**config.mk**
```make
export PLATFORM = sky130hd
export DESIGN_NAME = erfg_div
export DESIGN_NICKNAME = d
export VERILOG_FILES = /design/src/design/error_rate_frequency_governor_defines.svh /design/src/design/erfg_pkg.sv /design/src/design/erfg_div.sv
export SDC_FILE = /design/constraint.sdc
export NUM_CORES = 1
export LEC_CHECK = 0
export BUFFER_PORTS_ARGS = -buffer_cell sky130_fd_sc_hd__buf_2
export CAP_MARGIN = 30
export CELL_PAD_IN_SITES_DETAIL_PLACEMENT = 0
export CELL_PAD_IN_SITES_GLOBAL_PLACEMENT = 2
export CORE_ASPECT_RATIO = 0.9
export CORE_MARGIN = 3
export CORE_UTILIZATION = 37
export DETAILED_ROUTE_END_ITERATION = 10
export GPL_TIMING_DRIVEN = 0
export PLACE_DENSITY = 0.88
export SLEW_MARGIN = 20
export SYNTH_ARGS = -nofsm -noshare
export SYNTH_HDL_FRONTEND = slang
export SYNTH_SLANG_ARGS = --single-unit
```
**constraint.sdc**
```tcl
create_clock -name clk -period 5.5 [get_ports clk]
set_input_delay 0.55 -clock clk [delete_from_list [all_inputs] [get_ports clk]]
set_output_delay 0.55 -clock clk [all_outputs]
set_load 0.005 [all_outputs]
```
**src/design/error_rate_frequency_governor_defines.svh**
```systemverilog
// Assertion macros for the error rate frequency governor
`ifndef ERROR_RATE_FREQUENCY_GOVERNOR_DEFINES_SVH
`define ERROR_RATE_FREQUENCY_GOVERNOR_DEFINES_SVH
// Check that a condition implies a consequence in the same cycle
`define ERFG_ASSERT_IMP(label, clk, rst, cond, cons) \
  label: assert property (@(posedge clk) disable iff (rst) (cond) |-> (cons)) \
    else $error("implication check failed");
// Check that a condition implies a consequence in the next cycle
`define ERFG_ASSERT_NXT(label, clk, rst, cond, cons) \
  label: assert property (@(posedge clk) disable iff (rst) (cond) |=> (cons)) \
    else $error("assertion failed");
`endif

```
**src/design/erfg_pkg.sv**
```systemverilog
// Package with constants and types for the error rate frequency governor
`timescale 1ns / 1ps
package erfg_pkg;
  localparam int NumSteps = 64;
  localparam int StepW = $clog2(NumSteps);
  localparam int MaxNonces = 8;
  localparam int QW = 24;
  localparam logic [QW-1:0] QMax = '1;
  localparam logic [QW-1:0] QOne = 24'h010000;
  localparam logic [15:0] Decay = 16'd65208;
  localparam logic [QW-1:0] WeightEvidence = 24'd150 << 16;
  localparam logic [QW-1:0] WeightSupport = 24'd100 << 16;
  localparam int SmoothSpan = 20;
  // ceil(2^31 / 100): exact quotient by 100 for any 24-bit count after >> 31
  localparam logic [24:0] Recip100 = 25'd21474837;

  typedef enum logic [1:0] {
    CMD_START = 2'd0,
    CMD_POLL  = 2'd1,
    CMD_END   = 2'd2,
    CMD_NONE  = 2'd3
  } cmd_t;

  typedef enum logic [2:0] {
    REG_DEFAULT_STEP = 3'd0,
    REG_TOP_STEP     = 3'd1,
    REG_MAX_RATE     = 3'd2,
    REG_HYST_BONUS   = 3'd3,
    REG_DROP_FRAC    = 3'd4,
    REG_NONCES       = 3'd5
  } reg_idx_t;

  typedef struct packed {
    logic [StepW-1:0] default_step;
    logic [StepW-1:0] top_step;
    logic [15:0]      max_rate;
    logic [15:0]      hyst_bonus;
    logic [15:0]      drop_frac;
    logic [3:0]       nonces;
  } cfg_t;

  typedef struct packed {
    logic [1:0] command;
    logic [3:0] failures;
  } in_item_t;

  typedef struct packed {
    logic [5:0] step_index;
    logic       step_changed;
    logic       overheat_shutdown;
  } out_item_t;
endpackage

```
**src/design/erfg_div.sv**
```systemverilog
// Restoring divider, one quotient bit per cycle
`timescale 1ns / 1ps
module erfg_div (
  input  logic        clk,
  input  logic        rst,
  input  logic        start,
  input  logic [47:0] dividend,
  input  logic [31:0] divisor,
  output logic        busy,
  output logic [47:0] quotient
);
  import erfg_pkg::*;
  logic [5:0]  count;
  logic [32:0] rem;
  logic [32:0] trial;
  logic [31:0] dsr;

  assign trial = {rem[31:0], quotient[47]} - {1'b0, dsr};

  // Shift and subtract
  always_ff @(posedge clk) begin
    if (rst) begin
      busy <= 1'b0;
      count <= '0;
    end else if (start) begin
      busy <= 1'b1;
      count <= 6'd47;
      rem <= '0;
      quotient <= dividend;
      dsr <= divisor;
    end else if (busy) begin
      if (!trial[32]) begin
        rem <= trial;
        quotient <= {quotient[46:0], 1'b1};
      end else begin
        rem <= {rem[31:0], quotient[47]};
        quotient <= {quotient[46:0], 1'b0};
      end
      count <= count - 6'd1;
      if (count == '0) begin
        busy <= 1'b0;
      end
    end
  end
endmodule

```
# Yosys cells after proc, flatten, opt, wreduce, memory -nomap -nowiden
# Index checks and enable logic that the tools add are counted.
[op_classes]
addsub = 2
mux = 10
bitwise = 1
reduce_logical = 5
[ops]
columns = ["cell", "n"]
rows = [
  ["$mux W48", 2],
  ["$mux W32", 2],
  ["$sub A33 B32 Y33", 1],
  ["$mux W6", 2],
  ["$logic_not A6 Y1", 1],
  ["$sub A6 B1 Y6 const B", 1],
  ["$mux W1", 4],
  ["$reduce_and A2 Y1", 2],
  ["$reduce_bool A2 Y1", 1],
  ["$reduce_or A2 Y1", 1],
  ["$not A1 Y1", 1],
]
[totals]
regBits = 119
inputBits = 83
out_inout_bits = 49
word_cells = 24

# Longest topological paths before layout
# Gate-level depths: netlist of run 1.
[logic_depth]
ltp_word = 4
depth_mapped = 14

# Worst setup path before layout of run 1
# No wires, ideal clock.
[synth_path]
path_type = "in2reg"
from = "input port start"
to = "register quotient[0], enable pin"
setup_ns = 0.520
arrival_time_ns = 4.495
setup_slack_ns = 0.485
stages = 4
n_path_buf = 2
cell_sequence = "clkbuf_1 clkbuf_1 nor2_1 nor2_1"
[synth_between]
elab_chain_cells = 2
[synth_lines]
columns = ["item", "line_no", "source"]
rows = [
  ["start: declaration", "erfg_div.sv:6", "input logic start,"],
  ["$reduce_bool A2 Y1 (no line)", "--", ""],
  ["$reduce_and A2 Y1 (no line)", "--", ""],
  ["end signal: assignment", "erfg_div.sv:29", "quotient <= dividend;"],
  ["end signal: assignment", "erfg_div.sv:34", "quotient <= {quotient[46:0], 1'b1};"],
  ["end signal: assignment", "erfg_div.sv:37", "quotient <= {quotient[46:0], 1'b0};"],
  ["end: declaration", "erfg_div.sv:10", "output logic [47:0] quotient"],
]
# No other way between the ends.
# A chain may end at the register's enable or synchronous reset.

# Final worst setup path of run 1
[layout_path]
from = "register rem[3]"
to = "register rem[31] (data pin)"
[layout_between]
elab_chain_cells = 3
[layout_lines]
columns = ["item", "line_no", "source"]
rows = [
  ["start: declaration", "erfg_div.sv:14", "logic [32:0] rem;"],
  ["start signal: assignment", "erfg_div.sv:33", "rem <= trial;"],
  ["start signal: assignment", "erfg_div.sv:36", "rem <= {rem[31:0], quotient[47]};"],
  ["$sub A33 B32 Y33", "erfg_div.sv:18", "assign trial = {rem[31:0], quotient[47]} - {1'b0, dsr};"],
  ["$mux W32", "erfg_div.sv:32", "if (!trial[32]) begin"],
  ["$mux W32", "erfg_div.sv:31", "end else if (busy) begin"],
]
# No other way between the ends. The select of a mux whose other input is x is not followed.

==> results of run 1 <==
## power by group through the flow
stage	registers, W	clock network, W	logic, W
3_5_place_dp	0.00115	0	0.000709
6_report	0.00113	0.00110	0.000708
5_1_grt	0.00114	0.00117	0.000781
3_3_place_gp	0.00115	0	0.000684
4_1_cts	0.00113	0.00113	0.000712
2_1_floorplan	0.00114	0	0.000526
## logic make-up after synthesis
kind of cell | after synthesis | share of synthesized area
AOI/OAI and AO/OA | 102 | 0.1169
xor gates and xnor gates | 31 | 0.04031
adders and majority gates | 35 | 0.06613
buffers and inverters | 69 | 0.04830
DFF | 119 | 0.5202
muxes | 75 | 0.1202
and+or+nand+nor | 125 | 0.08806
## layer usage
metal / track usage / vias up / routed length [um] / part of all wire
li1: - / 2360 / - / -
met1: 0.2020 / 2272 / 6892 / 0.44
met2: 0.2683 / 156 / 7538 / 0.48
met3: 0.07095 / 13 / 1296 / 0.082
met4: 0.04053 / 0 / 101 / 0.0064
met5: 0 / - / 0 / 0
## worst max-delay path by stage
stage / to / from / depth (start not counted)
after floorplan: quotient[0] / start / 4
after global placement: busy / start / 5
after detailed placement: rem[7] / quotient[47] / 14
after CTS: rem[7] / quotient[47] / 14
after global routing: rem[23] / quotient[47] / 14
final: rem[31] / rem[3] / 10
## per-stage QoR
stage,setup slack [ns],std cells,total power (W),hold WS (ns)
floorplan,0.4849,556,0.001669,0.4709
global placement,-1.464,925,0.001837,0.4837
detailed placement,2.132,929,0.001856,0.4922
CTS,2.103,961,0.002970,0.2825
global route,1.935,961,0.003089,0.2798
finish,2.116,961,0.002941,0.2986
## cell usage in the layout (no fill, tap or decap), types with 8 or more instances in the layout
cell,n
a21o_1,9
a21oi_1,26
buf_2,130
clkbuf_1,16
clkbuf_16,17
edfxtp_1,112
ha_1,34
inv_1,46
mux2_2,47
mux2i_1,28
nand2_1,30
nand3_1,8
nor2_1,42
nor3_1,8
o21ai_0,13
xnor2_1,21
xor2_1,10
## layout make-up
cell class                      count  area share
Inverter                           46     0.02065
Timing Repair Buffer              133     0.08767
Clock inverter                     15     0.01840
Tap cell                          240     0.03591
Multi-Input combinational cell    368      0.3493
Buffer                             23     0.01825
Sequential cell                   119      0.4189
Clock buffer                       17     0.05087
## registers in the layout, summed over array words and instances, names as in the netlist
register,flops
quotient,48
count,6
busy,1
dsr,32
rem,32
==> results_dict.tcl, run 1 <==
set metrics [dict create \
    multi_input_area_mm2 0.002922 \
    placed_cell_area_mm2 0.007784 \
    syn_nets 674 \
    r2r_slack_ns 2.12 \
    hold_violations 0 \
    finalSetupTns_ns 0 \
    cts-root-buf "clkbuf_16" \
    syn2layout_area_growth_pct 24.17 \
    diodes 0 \
    finalWirelength_um 15830 \
    grt_pass1_wl_um 25800 \
    synthFlopType "edfxtp_1" \
    status "complete, no violations" \
    slew_viol_final 0 \
    cts_tree "built" \
    antenna_found_initial 0 \
    yosys.cell_count.top_type "edfxtp_1" \
    min_path_type "in2reg" \
    p_int_w 0.002057 \
    die_y_um 134.0 \
    track_usage 0.1643 \
    max_stage_delay_ns 0.46 \
    reg2reg_to "rem[31]" \
    synth.distinct_cells 66 \
    maxCapViolCount 0 \
    die_w_um 148.2 \
    combPwrFrac 0.241 \
    avgRoutedWirePerCell_um 16.47 \
    yosys.area.top_type_share 0.4993 \
    io_pins 132 \
    cp_top_family "compound AO/OA/AOI/OAI gates" \
    whs_path_depth 1 \
    critPathBufInv 0 \
    clkLatencyLatePin_ns 0.42 \
    cp_data_arrival_time_ns 3.52 \
    reg2reg_from "rem[3]" \
    first_iter_violations 301 \
    clockBufferDepth 2 \
    p_per_area_mw_per_mm2 351.7 \
    fmax_ghz 0.2955 \
    clock_power_share 0.375 \
    worst-path-max-fanout 4 \
    vias 4801 \
    ff_latch_area_mm2 0.003503 \
    avgSynthCellArea_um2 12.11 \
    p_switching_w 0.0008837 \
    start_util 0.3799 \
    r2r_cells 10 \
    hold_end "dsr[28]" \
    drt-vias-per-instance 4.996 \
    cts_resized 0 \
    firstDrtPassIters 5 \
    first_global_vias 5123 \
    io_buffer_count 129 \
    synth_seq_cells 119 \
    synth_common_cells "edfxtp_1 (112), mux2_2 (47), inv_1 (46), nor2_1 (44), ha_1 (34)" \
    cts_setup_buffers 0 \
    worstMarginPinSlew_ns 0.6836 \
    drive_above_1_share 0.3315 \
    max-slew-margin-rel 0.5443 \
    final_core_util 0.4718 \
    cpMaxStageDelayCell "a2111oi_4" \
    cp-end-kind "flop" \
    path_clk_slew_ns 0.06 \
    min_period_over_period 0.6152 \
    fillers 1680 \
    place.gp.congestion 0.8743 \
    synthesis.area_mm2 0.006735 \
    grt_start_max_net_pins 30 \
    ctsHoldBuffers 0 \
    drtAntennaViolNets 0 \
    h-tree-depth 4 \
    period_minus_slack_ns 3.384 \
    p_leak_nw 3.484 \
    crit_top_cell "o31ai_1" \
    grt_overflow_total 0 \
    fin_skew_ns 0.009618 \
    fp-row-count 46 \
    design_area_mm2 0.008363 \
    synthArstFlopShare 0 \
    syn_inst 556 \
    dp_hpwl_um 11750 \
    ir_drop_mv 0.2358 \
    synth_edf_count 112 \
    numCtsBuffers 17 \
    layout.nets 826 \
    setup_viol 0 \
    p_seq_frac 0.384 \
    critPathKind "reg2reg" \
    crit_required_ns 5.64 \
    drc_errors 0 \
    die_area_mm2 0.01986 \
    yosys_warnings 0 \
    clock_sinks 119 \
    startpoint_type "flop" \
    yosysTopAreaCell "edfxtp_1" \
    worstHoldStart "divisor[28]" \
    crit_chain "ha_1, and2_1, o211ai_1, a2111oi_4, o31ai_1, o31ai_1, a31oi_1, and4b_1, o31ai_1, a21oi_1" \
    yosysSeqAreaShare 0.5202 \
    synthTopCellsByArea "edfxtp_1 (50%), mux2_2 (7.9%), ha_1 (6.3%), mux2i_1 (4.2%), xnor2_1 (2.7%)" \
    coreArea_mm2 0.01773 \
    p_sw_frac 0.3005 \
    grt_setup_unrepaired "no" \
]
No activity file was read; power rests on OpenSTA's default activity.
==> inputs of run 2 (changes only) <==
clock period = 3.2 ns   (was 5.5 ns; I/O delays follow)
==> results_dict.tcl, run 2 (same netlist as run 1, synthesis figures left out) <==
set metrics [dict create \
    numCtsBuffers 17 \
    maxCapViolCount 0 \
    max_flop_register "quotient" \
    drive_above_1_share 0.3817 \
    max-slew-margin-rel 0.5322 \
    antenna_found_initial 0 \
    avgRoutedWirePerCell_um 16.88 \
    clockBufferDepth 2 \
    io_buffer_count 129 \
    crit_required_ns 3.35 \
    fillers 1670 \
    final_cell_mix "buf_2 (129), edfxtp_1 (112), mux2_2 (47)" \
    fin_skew_ns 0.01564 \
    hold_violations 0 \
    place.gp.congestion 0.8994 \
    drtAntennaViolNets 0 \
    layout.nets 836 \
    largest_reg_flops 48 \
    firstDrtPassIters 4 \
    coreArea_mm2 0.01773 \
    layout_commonest_cell "buf_2" \
    h-tree-depth 4 \
    min_path_type "in2reg" \
    die_w_um 148.2 \
    worstMarginPinSlew_ns 0.7017 \
    cp_data_arrival_time_ns 3.32 \
    track_usage 0.1669 \
    first_global_vias 5341 \
    p_leak_nw 3.578 \
    die_area_mm2 0.01986 \
    startpoint_type "flop" \
    r2r_slack_ns 0.03 \
    min_period_over_period 0.9901 \
    setup_viol 0 \
    fp-row-count 46 \
    grt_start_max_net_pins 27 \
    biggestRegsByFlops "quotient x48, dsr x32, rem x32" \
    critPathKind "reg2reg" \
    grt_pass1_wl_um 26300 \
    fmax_ghz 0.3156 \
    slew_viol_final 0 \
    syn2layout_area_growth_pct 29.28 \
    ir_drop_mv 0.3856 \
    die_y_um 134.0 \
    clkLatencyLatePin_ns 0.42 \
    grt_overflow_total 0 \
    finalWirelength_um 16390 \
    design_area_mm2 0.008707 \
    grt_setup_unrepaired "yes" \
    path_clk_slew_ns 0.06 \
    dp_hpwl_um 11850 \
    diodes 0 \
    vias 4920 \
    placed_cell_area_mm2 0.007799 \
    clock_sinks 119 \
    cts-root-buf "clkbuf_16" \
    cts_tree "built" \
    drc_errors 0 \
    drt-vias-per-instance 5.067 \
    fin_hold_ws_ns 0.06922 \
    cp-end-kind "flop" \
    p_per_area_mw_per_mm2 595.4 \
    ctsHoldBuffers 0 \
    io_pins 132 \
    first_iter_violations 237 \
    period_minus_slack_ns 3.168 \
    worst-path-max-fanout 10 \
    start_util 0.3799 \
    status "complete, no violations" \
]
## run 2: area by class of cell
| cell class | instances | area (um^2) | area share |
|---|---|---|---|
| repair buffers | 150 | 914.6 | 0.1050 |
| multi-input cells | 368 | 3123 | 0.3587 |
| flip-flops and latches | 119 | 3503 | 0.4024 |
| clock inverters | 14 | 138.9 | 0.01595 |
| well taps | 240 | 300.3 | 0.03449 |
| clock buffers | 18 | 429.2 | 0.04929 |
| inverters | 46 | 172.7 | 0.01983 |
| plain buffers | 16 | 125.1 | 0.01437 |
## run 2: where the power goes
| part | total (W) | internal (W) | leakage [nW] | switching (W) |
|---|---|---|---|---|
| sequential | 0.00194 | 0.00187 | 1.13 | 0.0000691 |
| clock | 0.00186 | 0.00109 | 0.273 | 0.000773 |
| combinational | 0.00138 | 0.000667 | 2.18 | 0.000711 |
## run 2: routing by layer
metal  vias to the layer above  track usage  wire [um]
li1                       2385            -          -
met4                         0      0.06157        249
met2                       148       0.2724       7849
met3                        19      0.05980       1244
met5                         -            0          0
met1                      2368       0.2044       7049
## run 2: worst max-delay path, stage by stage, from the launching register on
cell and delay (ns):
edfxtp_1 0.42, ha_4 0.20, fa_2 0.39, nand2b_4 0.17, a21oi_4 0.14, o211ai_1 0.16, nand2_2 0.14, a311oi_4 0.13
o21ba_4 0.26, o311a_4 0.36, buf_12 0.16, buf_12 0.14, mux2i_2 0.17, nor2_1 0.06
## run 2: worst paths after layout
check	start	to	cells past startpoint
worst max-delay path	dsr[0]	rem[6]	13
worst min-delay path	divisor[1]	dsr[1]	1
worst max register to register	dsr[0]	rem[6]	13
worst min register to register	count[5]	busy	1
## run 2: what timing repair did
action                     4_1_cts  5_1_grt
pin swaps                        6       12
gates cloned                     0        2
gates resized for setup          8       27
buffers inserted                 9        7
hold endpoints to repair         0        0
setup endpoints to repair       33       32
## run 2: per-stage QoR
step	power (W)	TNS, ns	cells	util	setup slack [ns]
2_1_floorplan	0.002864	0	556	-	0.2068
3_3_place_gp	0.003150	-30.30	925	0.4337	-0.5278
3_5_place_dp	0.003196	-3.227	929	0.4399	-0.1741
4_1_cts	0.005106	0	968	0.4777	0.002790
5_1_grt	0.005453	-1.236	971	0.4912	-0.06467
6_report	0.005184	0	971	0.4912	0.03154
==> inputs of run 3 (changes only) <==
ABC_AREA = 1   (was not set)
CORE_UTILIZATION = 32   (was 37)
PLACE_DENSITY = 0.87   (was 0.88)
==> results_dict.tcl, run 3 <==
set metrics [dict create \
    synthesis.area_mm2 0.007602 \
    maxCapViolCount 0 \
    cts_tree "built" \
    synth_edf_count 112 \
    syn2layout_area_growth_pct 22.32 \
    final_core_util 0.4060 \
    reg2reg_from "quotient[47]" \
    reg2reg_to "rem[29]" \
    layout.nets 1303 \
    period_minus_slack_ns 2.744 \
    clkLatencyLatePin_ns 0.43 \
    finalSetupTns_ns 0 \
    synthTopCellsByArea "edfxtp_1 (44%), nand2_1 (22%), inv_1 (8.4%), nor2_1 (5.7%), ha_1 (5.6%)" \
    biggestRegsByFlops "quotient x48, dsr x32, rem x32" \
    drc_errors 0 \
    placed_cell_area_mm2 0.008735 \
    antenna_found_initial 0 \
    cp-end-kind "flop" \
    final_cell_mix "nand2_1 (455), inv_1 (170), buf_2 (131)" \
    hold_violations 0 \
    synthFlopType "edfxtp_1" \
    setup_viol 0 \
    p_per_area_mw_per_mm2 557.5 \
    worstMarginPinSlew_ns 0.7795 \
    syn_inst 1032 \
    r2r_cells 18 \
    crit_top_cell "nand2_2" \
    max-slew-margin-rel 0.4803 \
    design_area_mm2 0.009299 \
    max_flop_register "quotient" \
    die_w_um 168.5 \
    cts_resized 0 \
    yosysTopAreaCell "edfxtp_1" \
    p_leak_nw 4.878 \
    fin_skew_ns 0.01878 \
    synth_seq_cells 119 \
    diodes 0 \
    max_stage_delay_ns 0.41 \
    grt_setup_unrepaired "no" \
    io_buffer_count 130 \
    grt_overflow_total 0 \
    largest_reg_flops 48 \
    worst-path-max-fanout 10 \
    crit_chain "inv_1, ha_1, fa_1, inv_1, nand2_1, nand2_1, nand3_2, nand2_2, nand2_2, nand2_2, nand2_2, nand2_2, nand2_2, nand2_4, buf_6, nand2_1, nand2_1, inv_1" \
    slew_viol_final 0 \
    firstDrtPassIters 6 \
    startpoint_type "flop" \
    h-tree-depth 4 \
    min_path_type "in2reg" \
    clockBufferDepth 2 \
    grt_start_max_net_pins 27 \
    numCtsBuffers 17 \
    first_global_vias 6475 \
    dp_cells 1463 \
    cts-root-buf "clkbuf_16" \
    path_clk_slew_ns 0.07 \
    avgRoutedWirePerCell_um 14.07 \
    fin_cells 1495 \
    whs_path_depth 1 \
    coreArea_mm2 0.02290 \
    worstHoldStart "divisor[22]" \
    clock_sinks 119 \
    drive_above_1_share 0.1611 \
    drtAntennaViolNets 0 \
    dp_hpwl_um 16710 \
    min_period_over_period 0.8575 \
    fp-row-count 52 \
    crit_required_ns 3.38 \
    cpMaxStageDelayCell "fa_1" \
    synth_common_cells "nand2_1 (455), inv_1 (170), nor2_1 (115), edfxtp_1 (112), ha_1 (34)" \
    synthArstFlopShare 0 \
    first_iter_violations 358 \
    place.gp.congestion 0.8442 \
    cp_data_arrival_time_ns 2.93 \
    r2r_slack_ns 0.46 \
    fmax_ghz 0.3644 \
    hold_end "dsr[22]" \
    synth.distinct_cells 34 \
    grt_pass1_wl_um 34060 \
    yosysSeqAreaShare 0.4608 \
    syn_nets 1150 \
    critPathKind "reg2reg" \
    drt-vias-per-instance 4.417 \
    status "complete, no violations" \
    yosys_warnings 0 \
    track_usage 0.1672 \
    die_y_um 152.2 \
    layout_commonest_cell "nand2_1" \
    avgSynthCellArea_um2 7.367 \
    yosys.cell_count.top_type "nand2_1" \
    io_pins 132 \
    ctsHoldBuffers 0 \
    start_util 0.3319 \
    cts_setup_buffers 0 \
    finalWirelength_um 21030 \
    ir_drop_mv 0.2866 \
    die_area_mm2 0.02565 \
    p_total_w 0.005184 \
    vias 6603 \
    yosys.area.top_type_share 0.4424 \
]
## run 3: worst max-delay path by stage
| stage | startpoint | endpoint | slack, ns | cells past startpoint |
|---|---|---|---|---|
| floorplan | start | dsr[0] | 0.36 | 5 |
| finish | quotient[47] | rem[29] | 0.46 | 18 |
| CTS | quotient[47] | rem[29] | 0.44 | 18 |
| global route | quotient[47] | rem[28] | 0.26 | 18 |
| global placement | start | dsr[18] | -1.28 | 5 |
| detailed placement | start | dsr[17] | 0.33 | 6 |
## run 3: cell families (layout without fill, tap and decap cells)
family | after synthesis | in the layout | synth area share
AOI/OAI and AO/OA | 34 | 34 | 0.02518
xor gates and xnor gates | 15 | 15 | 0.01728
adders and majority gates | 35 | 35 | 0.05859
buffers and inverters | 191 | 357 | 0.09941
DFF | 119 | 119 | 0.4608
and+or+nand+nor | 638 | 638 | 0.3387
## run 3: layout make-up
class | instances | area [um^2]
clock inverter | 13 | 121.4
tap | 297 | 371.6
sequential | 119 | 3503
buffer | 20 | 113.9
multi-input combinational | 722 | 3358
clock buffer | 19 | 442.9
timing repair buffer | 134 | 745.7
fill | 2491 | 13600
inverter | 171 | 641.9
## run 3: metrics by stage
step,setup WS [ns],hold slack [ns]
after floorplan,0.3614,0.3891
after global placement,-1.277,0.4746
after detailed placement,0.3332,0.4844
after CTS,0.4374,0.04363
after global routing,0.2581,0.04491
final,0.4560,0.05995
## run 3: layer usage
layer  track usage  wire length (um)  up-vias
met3       0.06044              1622       14
li1              -                 -     3488
met4       0.03701               197        0
met5             0                 0        -
met1        0.2309             10230     2934
met2        0.2525              8975      167
## run 3: critical path: cells and delay by family (launching register included)
kind                     cells  cell delay, ns
AND/OR/NAND/NOR             12            1.09
adder cells (fa/ha/maj)      2            0.63
buffers and inverters        4            0.41
flip-flops                   1            0.38
## run 3: power breakdown
group | internal (W) | switching (W) | leakage, nW
Combinational | 0.000485 | 0.000861 | 3.47
Sequential | 0.00187 | 0.0000632 | 1.13
Clock | 0.00110 | 0.000801 | 0.275
